--- src/sv/psgsf_pkg.sv ---
// Shared types, constants and codes of the sound chip register shadow.
package psgsf_pkg;

    // Register slot layout.
    localparam int SLOT_COUNT   = 27;
    localparam int SLOT_W       = 5;
    localparam int SHAPE_SLOT   = 13;
    localparam int MIXER_SLOT   = 7;
    localparam int VOLUME_SLOT  = 8;
    localparam int DUTY_SLOT    = 22;
    localparam int BANKB_FIRST  = 16;
    localparam int BANKB_COUNT  = SLOT_COUNT - BANKB_FIRST;
    localparam int BANKA_COUNT  = SHAPE_SLOT + 1;
    localparam int CHAN_COUNT   = 3;

    // Emission order: bank switch, bank B slots, switch back, bank A slots.
    localparam int SEQ_LEN      = BANKA_COUNT + BANKB_COUNT + 2;
    localparam int POS_W        = 5;
    localparam int POS_HEADER   = 0;
    localparam int POS_FOOTER   = BANKB_COUNT + 1;

    // Mode nibble codes and register values.
    localparam logic [3:0] MODE_BANK_B = 4'hB;
    localparam logic [3:0] MODE_BANK_A = 4'hA;
    localparam logic [7:0] DUTY_FIX    = 8'h08;

    // Command queue between the front and the back.
    localparam int CMD_QUEUE_DEPTH = 2;
    localparam int QPTR_W          = (CMD_QUEUE_DEPTH > 1) ? $clog2(CMD_QUEUE_DEPTH) : 1;
    localparam int QCNT_W          = $clog2(CMD_QUEUE_DEPTH + 1);

    // Request codes on the input channel.
    localparam logic [1:0] REQ_WRITE  = 2'd0;
    localparam logic [1:0] REQ_READ   = 2'd1;
    localparam logic [1:0] REQ_UPDATE = 2'd2;
    localparam logic [1:0] REQ_CLEAR  = 2'd3;

    // Result kinds.
    localparam logic KIND_READ = 1'b0;
    localparam logic KIND_BUS  = 1'b1;

    typedef enum logic [1:0] {
        OP_WRITE  = 2'd0,
        OP_READ   = 2'd1,
        OP_UPDATE = 2'd2,
        OP_CLEAR  = 2'd3
    } t_op;

    typedef struct packed {
        logic [1:0] req_type;
        logic       direct;
        logic [4:0] reg_index;
        logic [7:0] write_data;
    } t_in;

    typedef struct packed {
        logic       kind;
        logic [3:0] bus_addr;
        logic [7:0] out_data;
        logic       last;
    } t_out;

    // Classified request as it waits in the queue.
    typedef struct packed {
        t_op        op;
        logic       no_slot;
        logic       direct;
        logic [4:0] reg_index;
        logic [7:0] data;
    } t_cmd;

endpackage

--- src/sv/psgsf_fifo.sv ---
// Short command queue between the request front end and the execution back end.
module psgsf_fifo (
    input  logic            i_clk,
    input  logic            i_rst_n,
    input  logic            i_push,
    input  psgsf_pkg::t_cmd i_cmd,
    output logic            o_full,
    input  logic            i_pop,
    output psgsf_pkg::t_cmd o_cmd,
    output logic            o_empty
);

    psgsf_pkg::t_cmd                    r_mem [psgsf_pkg::CMD_QUEUE_DEPTH];
    logic [psgsf_pkg::QPTR_W-1:0]       r_wr_ptr;
    logic [psgsf_pkg::QPTR_W-1:0]       r_rd_ptr;
    logic [psgsf_pkg::QCNT_W-1:0]       r_count;
    logic [psgsf_pkg::QPTR_W-1:0]       n_wr_ptr;
    logic [psgsf_pkg::QPTR_W-1:0]       n_rd_ptr;
    logic [psgsf_pkg::QCNT_W-1:0]       n_count;
    logic                               do_push;
    logic                               do_pop;

    assign o_full  = (r_count == psgsf_pkg::QCNT_W'(psgsf_pkg::CMD_QUEUE_DEPTH));
    assign o_empty = (r_count == '0);
    assign o_cmd   = r_mem[r_rd_ptr];
    assign do_push = i_push && !o_full;
    assign do_pop  = i_pop && !o_empty;

    // Pointer wrap and occupancy.
    always_comb begin
        n_wr_ptr = r_wr_ptr;
        n_rd_ptr = r_rd_ptr;
        n_count  = r_count;
        if (do_push) begin
            n_wr_ptr = (r_wr_ptr == psgsf_pkg::QPTR_W'(psgsf_pkg::CMD_QUEUE_DEPTH - 1))
                       ? '0 : r_wr_ptr + 1'b1;
        end
        if (do_pop) begin
            n_rd_ptr = (r_rd_ptr == psgsf_pkg::QPTR_W'(psgsf_pkg::CMD_QUEUE_DEPTH - 1))
                       ? '0 : r_rd_ptr + 1'b1;
        end
        if (do_push && !do_pop) begin
            n_count = r_count + 1'b1;
        end else if (do_pop && !do_push) begin
            n_count = r_count - 1'b1;
        end
    end

    always_ff @(posedge i_clk) begin
        if (!i_rst_n) begin
            r_wr_ptr <= '0;
            r_rd_ptr <= '0;
            r_count  <= '0;
        end else begin
            r_wr_ptr <= n_wr_ptr;
            r_rd_ptr <= n_rd_ptr;
            r_count  <= n_count;
        end
    end

    // Queue storage needs no reset.
    always_ff @(posedge i_clk) begin
        if (do_push) begin
            r_mem[r_wr_ptr] <= i_cmd;
        end
    end

endmodule

--- src/sv/psgsf_front.sv ---
// Request front end: accepts input beats and classifies them into queued commands.
module psgsf_front (
    input  logic            i_in_valid,
    input  psgsf_pkg::t_in  i_in_data,
    output logic            o_in_stall,
    input  logic            i_fifo_full,
    output logic            o_push,
    output psgsf_pkg::t_cmd o_cmd
);

    // A beat is taken whenever the queue has room.
    assign o_in_stall = i_fifo_full;
    assign o_push     = i_in_valid && !i_fifo_full;

    // Decode the request code and flag banked indexes that name no slot.
    always_comb begin
        o_cmd.no_slot   = !i_in_data.direct && i_in_data.reg_index[4];
        o_cmd.direct    = i_in_data.direct;
        o_cmd.reg_index = i_in_data.reg_index;
        o_cmd.data      = i_in_data.write_data;
        unique case (i_in_data.req_type)
            psgsf_pkg::REQ_WRITE:  o_cmd.op = psgsf_pkg::OP_WRITE;
            psgsf_pkg::REQ_READ:   o_cmd.op = psgsf_pkg::OP_READ;
            psgsf_pkg::REQ_UPDATE: o_cmd.op = psgsf_pkg::OP_UPDATE;
            psgsf_pkg::REQ_CLEAR:  o_cmd.op = psgsf_pkg::OP_CLEAR;
            default:               o_cmd.op = psgsf_pkg::OP_CLEAR;
        endcase
    end

endmodule

--- src/sv/psgsf_back.sv ---
// Execution back end: shadow registers, change mask and the flush sequencer.
module psgsf_back (
    input  logic            i_clk,
    input  logic            i_rst_n,
    input  logic            i_chip_is_extended,
    input  logic            i_cmd_empty,
    input  psgsf_pkg::t_cmd i_cmd,
    output logic            o_pop,
    output logic            o_out_valid,
    input  logic            i_out_stall,
    output psgsf_pkg::t_out o_out_data
);

    typedef enum logic [1:0] {
        ST_IDLE = 2'b01,
        ST_WALK = 2'b10
    } t_state;

    t_state                                r_state;
    t_state                                n_state;
    logic [7:0]                            r_shadow [psgsf_pkg::SLOT_COUNT];
    logic [7:0]                            n_shadow [psgsf_pkg::SLOT_COUNT];
    logic [3:0]                            r_mode;
    logic [3:0]                            n_mode;
    logic [psgsf_pkg::SLOT_COUNT-1:0]      r_mask;
    logic [psgsf_pkg::SLOT_COUNT-1:0]      n_mask;
    logic [psgsf_pkg::SEQ_LEN-1:0]         r_seq;
    logic [psgsf_pkg::SEQ_LEN-1:0]         n_seq;
    logic [psgsf_pkg::POS_W-1:0]           r_pos;
    logic [psgsf_pkg::POS_W-1:0]           n_pos;
    logic [psgsf_pkg::CHAN_COUNT-1:0]      r_fix;
    logic [psgsf_pkg::CHAN_COUNT-1:0]      n_fix;
    logic                                  r_out_valid;
    logic                                  n_out_valid;
    psgsf_pkg::t_out                       r_out;
    psgsf_pkg::t_out                       n_out;

    logic                                  out_free;
    logic [psgsf_pkg::SLOT_W-1:0]          cmd_slot;
    logic [psgsf_pkg::SLOT_W-1:0]          walk_slot;
    logic [psgsf_pkg::SLOT_W-1:0]          rd_slot;
    logic [7:0]                            rd_val;
    logic [3:0]                            shape;
    logic [psgsf_pkg::CHAN_COUNT-1:0]      fix;
    logic [psgsf_pkg::SLOT_COUNT-1:0]      alt;
    logic [psgsf_pkg::SLOT_COUNT-1:0]      marks;
    logic [psgsf_pkg::BANKB_COUNT-1:0]     bmarks;
    logic [psgsf_pkg::BANKA_COUNT-1:0]     amarks;
    logic                                  switched;
    logic [psgsf_pkg::SEQ_LEN-1:0]         seq;
    logic [psgsf_pkg::SEQ_LEN-1:0]         seq_left;
    logic [7:0]                            walk_data;
    logic [3:0]                            walk_addr;
    logic [1:0]                            duty_chan;
    logic                                  vol_bit;
    logic [7:0]                            mixer;

    assign out_free    = !r_out_valid || !i_out_stall;
    assign o_out_valid = r_out_valid;
    assign o_out_data  = r_out;
    assign shape       = r_shadow[psgsf_pkg::SHAPE_SLOT][3:0];
    assign mixer       = r_shadow[psgsf_pkg::MIXER_SLOT];

    // Banked indexes land in bank B while the mode nibble selects it.
    assign cmd_slot = i_cmd.direct ? i_cmd.reg_index
                    : ((r_mode == psgsf_pkg::MODE_BANK_B) ? {1'b1, i_cmd.reg_index[3:0]}
                                                          : i_cmd.reg_index);

    // Walk position to slot: bank B slots follow the header, bank A slots the footer.
    assign walk_slot = (r_pos < psgsf_pkg::POS_W'(psgsf_pkg::POS_FOOTER))
                     ? r_pos + psgsf_pkg::POS_W'(psgsf_pkg::BANKB_FIRST - 1)
                     : r_pos - psgsf_pkg::POS_W'(psgsf_pkg::POS_FOOTER + 1);

    // One shared read port on the shadow file.
    assign rd_slot = (r_state == ST_WALK) ? walk_slot : cmd_slot;
    assign rd_val  = (rd_slot < psgsf_pkg::SLOT_W'(psgsf_pkg::SLOT_COUNT))
                   ? r_shadow[rd_slot] : 8'h00;

    // Pure-envelope fix per channel and the slots that it alters.
    always_comb begin
        alt = '0;
        for (int i = 0; i < psgsf_pkg::CHAN_COUNT; i++) begin
            vol_bit = (r_mode != 4'h0) ? r_shadow[psgsf_pkg::VOLUME_SLOT + i][5]
                                       : r_shadow[psgsf_pkg::VOLUME_SLOT + i][4];
            fix[i]  = i_chip_is_extended && vol_bit && mixer[i] && mixer[3 + i];
            alt[2 * i]     = fix[i] && (r_shadow[2 * i] != 8'h00);
            alt[2 * i + 1] = fix[i] && (r_shadow[2 * i + 1] != 8'h00);
            alt[psgsf_pkg::DUTY_SLOT + i] =
                fix[i] && (r_shadow[psgsf_pkg::DUTY_SLOT + i] != psgsf_pkg::DUTY_FIX);
        end
        alt[psgsf_pkg::MIXER_SLOT] = |fix;
    end

    // Emission order of the flush, with the bank switch writes around bank B.
    always_comb begin
        marks    = r_mask | alt;
        bmarks   = (i_chip_is_extended && (r_mode != 4'h0))
                 ? marks[psgsf_pkg::SLOT_COUNT-1:psgsf_pkg::BANKB_FIRST] : '0;
        switched = |bmarks;
        amarks   = marks[psgsf_pkg::BANKA_COUNT-1:0];
        amarks[psgsf_pkg::SHAPE_SLOT] = amarks[psgsf_pkg::SHAPE_SLOT] && !switched;
        seq      = {amarks, switched, bmarks, switched};
    end

    // Beat contents for the current walk position.
    always_comb begin
        duty_chan = 2'(walk_slot - psgsf_pkg::SLOT_W'(psgsf_pkg::DUTY_SLOT));
        walk_addr = walk_slot[3:0];
        walk_data = rd_val;
        if (r_pos == psgsf_pkg::POS_W'(psgsf_pkg::POS_HEADER)) begin
            walk_addr = 4'(psgsf_pkg::SHAPE_SLOT);
            walk_data = {psgsf_pkg::MODE_BANK_B, shape};
        end else if (r_pos == psgsf_pkg::POS_W'(psgsf_pkg::POS_FOOTER)) begin
            walk_addr = 4'(psgsf_pkg::SHAPE_SLOT);
            walk_data = {psgsf_pkg::MODE_BANK_A, shape};
        end else if (walk_slot < psgsf_pkg::SLOT_W'(2 * psgsf_pkg::CHAN_COUNT)) begin
            if (r_fix[walk_slot[2:1]]) begin
                walk_data = 8'h00;
            end
        end else if (walk_slot == psgsf_pkg::SLOT_W'(psgsf_pkg::MIXER_SLOT)) begin
            walk_data = rd_val & ~{{(8 - psgsf_pkg::CHAN_COUNT){1'b0}}, r_fix};
        end else if (walk_slot == psgsf_pkg::SLOT_W'(psgsf_pkg::SHAPE_SLOT)) begin
            walk_data = {r_mode, rd_val[3:0]};
        end else if (walk_slot >= psgsf_pkg::SLOT_W'(psgsf_pkg::DUTY_SLOT)
                     && walk_slot < psgsf_pkg::SLOT_W'(psgsf_pkg::DUTY_SLOT
                                                       + psgsf_pkg::CHAN_COUNT)) begin
            if (r_fix[duty_chan]) begin
                walk_data = psgsf_pkg::DUTY_FIX;
            end
        end
    end

    assign seq_left = r_seq & ~(psgsf_pkg::SEQ_LEN'(1) << r_pos);

    // Command execution and the flush walk.
    always_comb begin
        n_state     = r_state;
        n_shadow    = r_shadow;
        n_mode      = r_mode;
        n_mask      = r_mask;
        n_seq       = r_seq;
        n_pos       = r_pos;
        n_fix       = r_fix;
        n_out_valid = r_out_valid && i_out_stall;
        n_out       = r_out;
        o_pop       = 1'b0;
        unique case (r_state)
            ST_IDLE: begin
                if (!i_cmd_empty) begin
                    unique case (i_cmd.op)
                        psgsf_pkg::OP_WRITE: begin
                            o_pop = 1'b1;
                            if (!i_cmd.no_slot) begin
                                if (cmd_slot[3:0] == 4'(psgsf_pkg::SHAPE_SLOT)) begin
                                    n_mode = i_cmd.data[7:4];
                                    n_shadow[psgsf_pkg::SHAPE_SLOT] = {4'h0, i_cmd.data[3:0]};
                                    n_mask[psgsf_pkg::SHAPE_SLOT]   = 1'b1;
                                end else if (cmd_slot
                                             < psgsf_pkg::SLOT_W'(psgsf_pkg::SLOT_COUNT)) begin
                                    // The two empty slots keep reading zero.
                                    if (cmd_slot != psgsf_pkg::SLOT_W'(psgsf_pkg::SHAPE_SLOT + 1)
                                        && cmd_slot
                                           != psgsf_pkg::SLOT_W'(psgsf_pkg::SHAPE_SLOT + 2)) begin
                                        n_shadow[cmd_slot] = i_cmd.data;
                                    end
                                    n_mask[cmd_slot] = 1'b1;
                                end
                            end
                        end
                        psgsf_pkg::OP_READ: begin
                            if (out_free) begin
                                o_pop          = 1'b1;
                                n_out_valid    = 1'b1;
                                n_out.kind     = psgsf_pkg::KIND_READ;
                                n_out.bus_addr = 4'h0;
                                n_out.last     = 1'b1;
                                if (i_cmd.no_slot) begin
                                    n_out.out_data = 8'h00;
                                end else if (cmd_slot[3:0] == 4'(psgsf_pkg::SHAPE_SLOT)) begin
                                    n_out.out_data = {r_mode, shape};
                                end else begin
                                    n_out.out_data = rd_val;
                                end
                            end
                        end
                        psgsf_pkg::OP_UPDATE: begin
                            o_pop = 1'b1;
                            if (r_mask != '0) begin
                                n_mask = '0;
                                n_fix  = fix;
                                n_seq  = seq;
                                n_pos  = '0;
                                if (seq != '0) begin
                                    n_state = ST_WALK;
                                end
                            end
                        end
                        psgsf_pkg::OP_CLEAR: begin
                            o_pop = 1'b1;
                            for (int s = 0; s < psgsf_pkg::SLOT_COUNT; s++) begin
                                n_shadow[s] = 8'h00;
                            end
                            n_mode = 4'h0;
                            n_mask = '0;
                        end
                        default: begin
                            o_pop = 1'b1;
                        end
                    endcase
                end
            end
            ST_WALK: begin
                if (r_seq[r_pos]) begin
                    if (out_free) begin
                        n_out_valid    = 1'b1;
                        n_out.kind     = psgsf_pkg::KIND_BUS;
                        n_out.bus_addr = walk_addr;
                        n_out.out_data = walk_data;
                        n_out.last     = (seq_left == '0);
                        n_seq          = seq_left;
                        n_pos          = r_pos + 1'b1;
                        if (seq_left == '0) begin
                            n_state = ST_IDLE;
                        end
                    end
                end else begin
                    n_pos = r_pos + 1'b1;
                end
            end
            default: begin
                n_state = ST_IDLE;
            end
        endcase
    end

    // Control and shadow state.
    always_ff @(posedge i_clk) begin
        if (!i_rst_n) begin
            r_state     <= ST_IDLE;
            r_mode      <= 4'h0;
            r_mask      <= '0;
            r_seq       <= '0;
            r_pos       <= '0;
            r_fix       <= '0;
            r_out_valid <= 1'b0;
            for (int s = 0; s < psgsf_pkg::SLOT_COUNT; s++) begin
                r_shadow[s] <= 8'h00;
            end
        end else begin
            r_state     <= n_state;
            r_mode      <= n_mode;
            r_mask      <= n_mask;
            r_seq       <= n_seq;
            r_pos       <= n_pos;
            r_fix       <= n_fix;
            r_out_valid <= n_out_valid;
            r_shadow    <= n_shadow;
        end
    end

    // Output beat register.
    always_ff @(posedge i_clk) begin
        r_out <= n_out;
    end

endmodule

--- src/sv/psg_register_shadow_flusher.sv ---
// Top level of the sound chip register shadow with bank switched flush.
//
//  Channel   Signals                               Beat
//  input     i_in_valid, o_in_stall, i_in_data     one request (write/read/update/clear)
//  output    o_out_valid, i_out_stall, o_out_data  read reply or chip bus write
//  config    i_cfg_we, i_cfg_wdata                 chip_is_extended bit
//
// A write or clear is executed in the back end from the queue head; a read also waits for
// a free output slot. An update first captures the emission order and then walks up to 27
// emission positions at one per cycle, holding while the output is stalled.
// Reset is synchronous and active low and zeroes the shadow, mode nibble and change mask.
// Input stall rises only when the two-entry command queue is full.
module psg_register_shadow_flusher (
    input  logic            i_clk,
    input  logic            i_rst_n,
    input  logic            i_in_valid,
    output logic            o_in_stall,
    input  psgsf_pkg::t_in  i_in_data,
    output logic            o_out_valid,
    input  logic            i_out_stall,
    output psgsf_pkg::t_out o_out_data,
    input  logic            i_cfg_we,
    input  logic            i_cfg_wdata
);

    logic            r_chip_is_extended;
    logic            fifo_full;
    logic            fifo_empty;
    logic            push;
    logic            pop;
    psgsf_pkg::t_cmd front_cmd;
    psgsf_pkg::t_cmd queue_cmd;

    // Configuration register.
    always_ff @(posedge i_clk) begin
        if (!i_rst_n) begin
            r_chip_is_extended <= 1'b0;
        end else if (i_cfg_we) begin
            r_chip_is_extended <= i_cfg_wdata;
        end
    end

    psgsf_front u_front (
        .i_in_valid  (i_in_valid),
        .i_in_data   (i_in_data),
        .o_in_stall  (o_in_stall),
        .i_fifo_full (fifo_full),
        .o_push      (push),
        .o_cmd       (front_cmd)
    );

    psgsf_fifo u_fifo (
        .i_clk   (i_clk),
        .i_rst_n (i_rst_n),
        .i_push  (push),
        .i_cmd   (front_cmd),
        .o_full  (fifo_full),
        .i_pop   (pop),
        .o_cmd   (queue_cmd),
        .o_empty (fifo_empty)
    );

    psgsf_back u_back (
        .i_clk              (i_clk),
        .i_rst_n            (i_rst_n),
        .i_chip_is_extended (r_chip_is_extended),
        .i_cmd_empty        (fifo_empty),
        .i_cmd              (queue_cmd),
        .o_pop              (pop),
        .o_out_valid        (o_out_valid),
        .i_out_stall        (i_out_stall),
        .o_out_data         (o_out_data)
    );

endmodule
--- config.mk ---
export PLATFORM = sky130hd
export DESIGN_NAME = psg_register_shadow_flusher
export DESIGN_NICKNAME = d
export VERILOG_FILES = /design/src/sv/psgsf_pkg.sv /design/src/sv/psgsf_fifo.sv /design/src/sv/psgsf_front.sv /design/src/sv/psgsf_back.sv /design/src/sv/psg_register_shadow_flusher.sv
export SDC_FILE = /design/constraint.sdc
export NUM_CORES = 1
export LEC_CHECK = 0
export BUFFER_PORTS_ARGS = -buffer_cell sky130_fd_sc_hd__buf_2
export CAP_MARGIN = 0
export CORE_ASPECT_RATIO = 0.8
export CORE_MARGIN = 5
export CORE_UTILIZATION = 45
export CTS_CLUSTER_SIZE = 28
export DETAILED_ROUTE_END_ITERATION = 10
export MAX_ROUTING_LAYER = met4
export SETUP_SLACK_MARGIN = 0.2
export SKIP_CTS_REPAIR_TIMING = 1
export SYNTH_ARGS = -nofsm -noshare
export SYNTH_HDL_FRONTEND = slang
export SYNTH_HIERARCHICAL = 1
export SYNTH_SLANG_ARGS = --single-unit
--- constraint.sdc ---
create_clock -name i_clk -period 4.6 [get_ports i_clk]
set_clock_uncertainty 0.1 [all_clocks]
set_input_delay 0.69 -clock i_clk [delete_from_list [all_inputs] [get_ports i_clk]]
set_output_delay 0.69 -clock i_clk [all_outputs]
set_load 0.005 [all_outputs]
==> Yosys cells after proc, flatten, opt, wreduce, memory -nomap -nowiden <==
Memories as Yosys holds them, arrays and structs flattened. A register that Yosys moved wholly into a read port is not among the register bits.
Cells that the tools add are included.
{ "word_totals": {"reg_bits": 304, "mem_bits_rw": 34, "out_inout_bits": 16, "mem_count": 1, "in_bits": 22, "wordCells": 280} }
{ "op_classes": {"n_eq_ne": 37, "reduce_logical": 71, "n_addsub": 8, "n_shift": 1, "bitwise_logic": 9, "n_mux": 96, "n_lt_le_gt_ge": 14} }
{ "memory_table": {"columns": ["memory", "words", "word_bits", "rd", "rd_ports_with_merged_regs", "write_ports", "line_no", "source"], "rows": [
  ["u_fifo.r_mem", 2, 17, 1, 1, 1, "psgsf_fifo.sv:13", "psgsf_pkg::t_cmd r_mem [psgsf_pkg::CMD_QUEUE_DEPTH];"]
]} }
{ "ops": {"columns": ["op", "n"], "rows": [
  ["216-bit 2-to-1 mux", 3],
  ["216-bit one-hot mux with 2 select lines", 1],
  ["216-bit bitwise mux", 1],
  ["27-bit 2-to-1 mux", 8],
  ["104-bit 2-to-1 mux", 2],
  ["8-bit 2-to-1 mux", 15],
  ["27-bit one-hot mux with 3 select lines", 1],
  ["14-bit 2-to-1 mux", 5],
  ["27-bit one-hot mux with 2 select lines", 1],
  ["27-bit nonzero test", 2],
  ["8-bit nonzero test", 6],
  ["5-bit 2-to-1 mux", 9],
  ["8-bit binary-select mux with 5-bit select", 1],
  ["8-bit demux with 5-bit select", 1],
  ["1-bit logical AND", 31],
  ["14-bit one-hot mux with 2 select lines", 1],
  ["27-bit AND", 1],
  ["27-bit zero test", 1],
  ["27-bit inverter", 1],
  ["27-bit by 25-bit OR with 27-bit output", 1],
  ["27-bit OR", 1],
  ["1-bit by 5-bit left shift with 27-bit output (first input constant)", 1],
  ["13-bit 2-to-1 mux", 2],
  ["8-bit by 4-bit inequality test with 1-bit output (second input constant)", 3],
  ["55 further kinds", 137]
]} }

==> Logic depth before layout (Yosys ltp) <==
Gate-level depths: netlist of the first run.
{ "logic_depth": {"depth_word": 19, "depth_mapped": 14, "ltp_nobuf": 9} }

==> Hierarchy <==
The synthesis of the first run kept the hierarchy.
{ "by_module_without_submodules": {"columns": ["mod", "cells_per_inst", "n_inst", "seq_area_each_um2", "area_each_um2"], "rows": [
  ["psgsf_back", 1622, 1, 6125.9, 14805.4],
  ["psgsf_fifo", 78, 1, 1121.1, 1458.9],
  ["psgsf_front", 19, 1, 0.0, 147.6],
  ["psg_register_shadow_flusher", 3, 1, 20.0, 36.3]
]} }

==> Least setup slack after synthesis of the first run <==
Ideal clock, no wire load.
{ "synth_timing": {"path_kind": "register to register", "from": "register with a tool-made name", "to": "register u_back.r_out (netlist bit u_back/o_out_data[7]), data pin", "arrival_time_ns": 3.060, "period_less_slack_ns": 3.417, "setup_ns": 0.257, "path_buffers": 4, "slack_ns": 1.183, "stages_incl_launch_ff": 13, "required_ns": 4.243, "path_cell_list": "dfxtp_1 buf_2 buf_4 mux2_2 and2b_1 nor2_2 buf_2 buf_4 mux4_2 mux2i_1 nand2_1 a21o_1 a32o_1"} }
{ "synth_lines": {"columns": ["item", "line_no", "source"], "rows": [
  ["to (signal assigned)", "psgsf_back.sv:263", "r_out <= n_out;"],
  ["to (decl)", "psgsf_back.sv:35", "psgsf_pkg::t_out r_out;"]
]} }

==> impl_metrics.tcl, run 1 <==
set metrics [dict create \
    cp-startpoint "u_back/r_pos[1]" \
    yosys_register_bits 339 \
    critPathTopFamily "simple AND/OR/NAND/NOR gates" \
    num-nets-final 1740 \
    slowest_stage "dfxtp_1" \
    routed_via_density 6.36 \
    cp-end-kind "flop" \
    cts-root-buf "clkbuf_16" \
    final_common_cell "nor2_1" \
    ys_seq_area_share_pct 44.2 \
    synth.avg_cell_area_sq_um 9.55 \
    die_h_um 181 \
    hp-class "in -> reg" \
    async_flop_share_pct 0 \
    rsz0062_at_grt "false" \
    max_freq_ghz 0.255 \
    grt_max_degree 155 \
    die_w_um 224 \
    drive_above_1_share_pct 15.7 \
    synth_warnings 6 \
    core_sq_um 36000 \
    cellLeakagePower_nw 6.53 \
    synth-main-ff-cell "dfxtp_1" \
    die_area_sq_um 40500 \
    synth_top_cell_by_area "dfxtp_1" \
    dp_cells 2143 \
    cts_buffer_depth 3 \
    drc 0 \
    status "complete, no violations" \
    critPathRequiredTime_ns 4.76 \
    crit_cells 10 \
    drt_iter0_drc 1715 \
    finalNonFillerCells 2208 \
    grt_pass1_wl_um 83700 \
    worstPathCellList "inv_1 > ha_1 > nand2_1 > nand2_2 > buf_4 > mux4_2 > mux2i_1 > mux2i_1 > o21ai_0 > o21ai_0" \
    ioPinCount 38 \
    wire_per_inst_um 25.2 \
    finalSetupTns_ns 0 \
    peakVddDrop_v 0.000371 \
    track_usage_pct 27.3 \
    area_delta_synth_final_pct 10.5 \
    rows 62 \
    cp.arrival_ns 4.08 \
    hold_viol 0 \
    hold_depth 1 \
    most-common-layout-cells "316 x nor2_1, 291 x dfxtp_1, 136 x a22oi_1" \
    maxSlewViolCount 0 \
    critPathMaxStageDelay_ns 0.68 \
    gp_congestion 0.969 \
    power_density_nw_per_um2 506 \
    diodes 0 \
    worst_slew_pin_slew_ns 0.937 \
    dp_slack_ns 0.791 \
    grt_pass1_vias 13000 \
    drtPass1Iterations 6 \
    syn_area_sq_um 16400 \
    grt-ovfl-total 0 \
    num-fill-cells 3376 \
    clock_sink_count 339 \
    r2r_cells 10 \
    path_clk_slew_ns 0.06 \
    timing.final.crit_share_pct 85.2 \
    synth_nets 1760 \
    cp-start-kind "flop" \
    cts_max_level 2 \
    vias 14000 \
    postLayoutSetupSlackWorst_ns 0.679 \
    max-slew-margin-rel_pct 37.1 \
    fin_crit_ns 3.92 \
    cp_num_buf_inv 2 \
    start_util_pct 45.7 \
    clkLatencyLatePin_ns 0.54 \
    io_buffers 37 \
    setup_violations 0 \
    path_class "reg -> reg" \
    cts_tree "yes" \
    yosys-top-cells-area "dfxtp_1 35%, edfxtp_1 8.8%, nor2_1 7.2%" \
    antenna_found_initial 0 \
    r2r-start "u_back/r_pos[1]" \
    cts_made_buffers 37 \
    wirelength_um 55600 \
    drv_cap 0 \
    hp-start "i_in_data[2]" \
    ant_nets 0 \
    synth_top_area_share_pct 35.4 \
    syn_inst 1722 \
    dp_hpwl_um 39500 \
    synth_edf_count 48 \
    crit_fanout 19 \
    synth_cell_types 92 \
]
## per-stage QoR
stage	area (sq um)	util (%)	total power [mW]	hold WS, ns
final	18200	50.5	9.19	0.242
after CTS	18200	50.5	9.18	0.223
after detailed placement	17000	47.1	6.18	0.353
after global routing	18200	50.5	9.53	0.227
after global placement	17000	47.1	6.16	0.351
after floorplan	16400	-	5.21	0.328
## report_power, final
group	internal [mW]	switching, mW	total [mW]
clock	1.78	1.22	3.00
combinational	0.917	1.98	2.89
sequential	3.18	0.122	3.30
## path summary, 6_finish.rpt
kind                          end  slack, ns
min reg2reg     u_back/r_mask[14]       0.37
max          u_back/o_out_data[2]       0.68
max reg2reg  u_back/o_out_data[2]       0.68
min            u_fifo/r_mem[1][2]       0.24
## cell families after synthesis
logic type | Yosys count | synth area share, %
xor+xnor | 7 | 0.373
flops | 339 | 44.2
mux | 117 | 11.5
simple gates | 588 | 16.9
fa+ha+maj | 16 | 1.22
buf+inv | 161 | 4.47
compound gates | 494 | 21.3
## cell usage after synthesis, types with 6 or more instances
library cell / count
nor2_1: 316
dfxtp_1: 291
a22oi_1: 136
a21oi_1: 84
a2bb2oi_1: 81
nand2_1: 78
clkbuf_1: 68
o21ai_0: 53
mux4_2: 52
edfxtp_1: 48
mux2i_1: 41
o21ai_1: 29
buf_2: 23
nand2b_1: 23
buf_1: 22
nor3_1: 22
nor4_1: 22
inv_1: 21
buf_4: 20
mux2_2: 20
nand3_1: 19
a21bo_2: 17
ha_1: 16
nor2b_1: 15
and3_1: 13
and2_1: 12
nor3_2: 11
or2_2: 10
or3_1: 9
a31oi_1: 8
nand4_1: 8
o221ai_1: 8
o22ai_1: 8
a21o_1: 6
## per-layer routing
layer / track usage [%] / vias to the layer above / part of all wire (%)
met2: 38.0 / 675 / 42
met3: 4.92 / 64 / 9.5
met1: 41.7 / 6959 / 47
met5: - / - / 0
met4: 5.51 / 0 / 1.7
li1: - / 6339 / -
## flip-flops by register name, summed over array words and instances, names as in the netlist, 2 cells and up, named ones only
| signal | flops |
|---|---|
| u_fifo/r_mem | 34 |
| u_back/r_state | 2 |
| u_back/r_fix | 3 |
| u_back/mixer | 8 |
| u_back/r_pos | 5 |
| u_back/r_mode | 4 |
| u_back/r_shadow | 208 |
| u_back/o_out_data | 14 |
| u_back/r_mask | 27 |
| u_back/r_seq | 27 |
| u_fifo/r_count | 2 |
## cell type report
class	instances	area, sq um	area share (%)
Multi-Input combinational cell	1222	8470	46.6
Sequential cell	339	7270	40.0
Clock buffer	51	1060	5.83
Tap cell	480	601	3.30
Timing Repair Buffer	79	526	2.89
Clock inverter	14	154	0.847
Inverter	23	91.3	0.503
Note: power is estimated with default switching activity, not from simulation.
==> run 2, diff against run 1 <==
--- a/config.mk
+++ b/config.mk
@@ -8,7 +8,6 @@
 export BUFFER_PORTS_ARGS = -buffer_cell sky130_fd_sc_hd__buf_2
 export CAP_MARGIN = 0
 export CORE_ASPECT_RATIO = 0.8
-export CORE_MARGIN = 5
 export CORE_UTILIZATION = 45
 export CTS_CLUSTER_SIZE = 28
 export DETAILED_ROUTE_END_ITERATION = 10
==> constraint.sdc (replaced) <==
create_clock -name i_clk -period 5 [get_ports i_clk]
set_clock_uncertainty 0.1 [all_clocks]
set_input_delay 0.75 -clock i_clk [delete_from_list [all_inputs] [get_ports i_clk]]
set_output_delay 0.75 -clock i_clk [all_outputs]
set_load 0.005 [all_outputs]
==> run 2 against run 1 <==
  * Fmax fell by 9.0%
  * Largest power group unchanged
  * Cell area about the same
  * Via count up 0.84%
  * Count of clock-buffer cells in the layout is the same
==> impl_metrics.tcl, run 2 (synthesis gave the netlist of run 1 again) <==
set metrics [dict create \
    status "complete, no violations" \
    rows 62 \
    num-nets-final 1732 \
    cts_made_buffers 37 \
    core_sq_um 35900 \
    gp_congestion 0.980 \
    io_buffers 37 \
    cts_max_level 2 \
    drv_cap 0 \
    power.internal_mw 5.45 \
    reg.largest.list "u_back/r_shadow x208, u_fifo/r_mem x34" \
    worst_slew_pin_slew_ns 1.34 \
    wirelength_um 55700 \
    ant_nets 0 \
    setup_violations 0 \
    hold_viol 0 \
    cts_tree "yes" \
    path_class "reg -> reg" \
    hp-start "i_in_data[7]" \
    clock_sink_count 339 \
    area_delta_synth_final_pct 10.5 \
    max-slew-margin-rel_pct 10.0 \
    r2r-start "u_back/r_pos[0]" \
    largest_reg_flops 208 \
    swShare_pct 36.4 \
    cp-start-kind "flop" \
    netSwitchingPower_mw 3.12 \
    grt_pass1_vias 13000 \
    post-route-util_pct 50.6 \
    timing.final.crit_share_pct 86.1 \
    worstPathCellList "inv_1 > ha_1 > nand2_1 > and2_1 > mux4_2 > mux2i_1 > mux2i_1 > o21ai_0 > o221ai_1" \
    clkLatencyLatePin_ns 0.54 \
    most-common-layout-cells "316 x nor2_1, 291 x dfxtp_1, 136 x a22oi_1" \
    power_density_nw_per_um2 471 \
    critPathRequiredTime_ns 5.15 \
    cts_buffer_depth 3 \
    path_clk_slew_ns 0.06 \
    start_util_pct 45.8 \
    ioPinCount 38 \
    track_usage_pct 30.3 \
    crit_fanout 13 \
    vias 14200 \
    wire_per_inst_um 25.3 \
    hold_end "u_fifo/r_mem[1][7]" \
    grt-ovfl-total 0 \
    finalSetupTns_ns 0 \
    power_frac_comb_pct 31.2 \
    cellLeakagePower_nw 6.52 \
    die_w_um 216 \
    grt_max_degree 188 \
    dp_hpwl_um 39600 \
    final_common_cell "nor2_1" \
    peakVddDrop_v 0.000285 \
    rrSetupSlack_ns 0.69 \
    critPathMaxStageDelay_ns 0.78 \
    power_mw 8.56 \
    timing.rr.end "u_back/o_out_data[6]" \
    drive_above_1_share_pct 15.6 \
    hp-class "in -> reg" \
    hold_depth 1 \
    cts-root-buf "clkbuf_16" \
    clockPowerShare_pct 33.5 \
    maxSlewViolCount 0 \
    die_h_um 173 \
    drc 0 \
    fin_crit_ns 4.31 \
    r2r_cells 9 \
    drtPass1Iterations 6 \
    crit_top_cell "mux2i_1" \
    grt_pass1_wl_um 83700 \
    die_area_sq_um 37300 \
    max_freq_ghz 0.232 \
    drt_iter0_drc 1855 \
    cp.arrival_ns 4.46 \
    rsz0062_at_grt "false" \
    antenna_found_initial 2 \
    slowest_stage "and2_1" \
    num-fill-cells 3342 \
    top_register "u_back/r_shadow" \
    routed_via_density 6.42 \
    cp-end-kind "flop" \
    pwr-share-seq_pct 35.3 \
]
==> run 2: metal layers <==
layer,share of wire [%],track usage (%),up-vias
li1,-,-,6322
met1,46,44.1,7006
met2,42,41.7,734
met3,11,7.41,93
met4,2.1,7.21,0
met5,0,-,-
==> run 2: layout make-up <==
type	instances	area, sq um	share of cell area (%)
Sequential cell	339	7270	40.0
Inverter	23	91.3	0.503
Clock buffer	51	1090	6.01
Tap cell	480	601	3.30
Timing Repair Buffer	71	453	2.49
Clock inverter	16	184	1.01
Multi-Input combinational cell	1222	8480	46.7
Antenna cell	2	5.00	0.0275
==> run 2: power groups by stage <==
stage,Sequential (mW),Clock (mW),Combinational (mW)
after floorplan,3.04,0,1.76
after global placement,3.08,0,2.58
after detailed placement,3.08,0,2.60
after CTS,3.02,2.90,2.60
after global routing,3.04,3.03,2.79
final,3.03,2.86,2.67
==> run 2: critical path, delay by kind of cell (launching register included) <==
family	cells	cell delay, ns
multiplexers	3	1.03
AND/OR/NAND/NOR	2	1.04
flip-flops	1	0.70
buffers and inverters	1	0.29
AO/OA/AOI/OAI	2	0.38
adder cells (fa/ha/maj)	1	0.47
==> run 2: how the worst max path moves through the flow <==
stage / from / end / slack [ns]
4_1_cts: u_back/r_pos[0] / u_back/o_out_data[6] / 0.75
2_1_floorplan: flop / u_back/o_out_data[7] / 1.58
3_5_place_dp: u_back/r_pos[0] / u_back/o_out_data[4] / 0.77
5_1_grt: u_back/r_pos[0] / u_back/o_out_data[6] / 0.50
3_3_place_gp: u_back/r_pos[0] / u_back/o_out_data[4] / 0.82
6_report: u_back/r_pos[0] / u_back/o_out_data[6] / 0.69
==> run 2: per-stage QoR <==
stage | std cells | cell area, sq um | hold slack (ns) | setup WS (ns)
2_1_floorplan | 1722 | 16400 | 0.328 | 1.58
3_3_place_gp | 2135 | 16900 | 0.351 | 0.821
3_5_place_dp | 2135 | 16900 | 0.358 | 0.771
4_1_cts | 2202 | 18200 | 0.286 | 0.751
5_1_grt | 2204 | 18200 | 0.290 | 0.504
6_report | 2204 | 18200 | 0.306 | 0.693
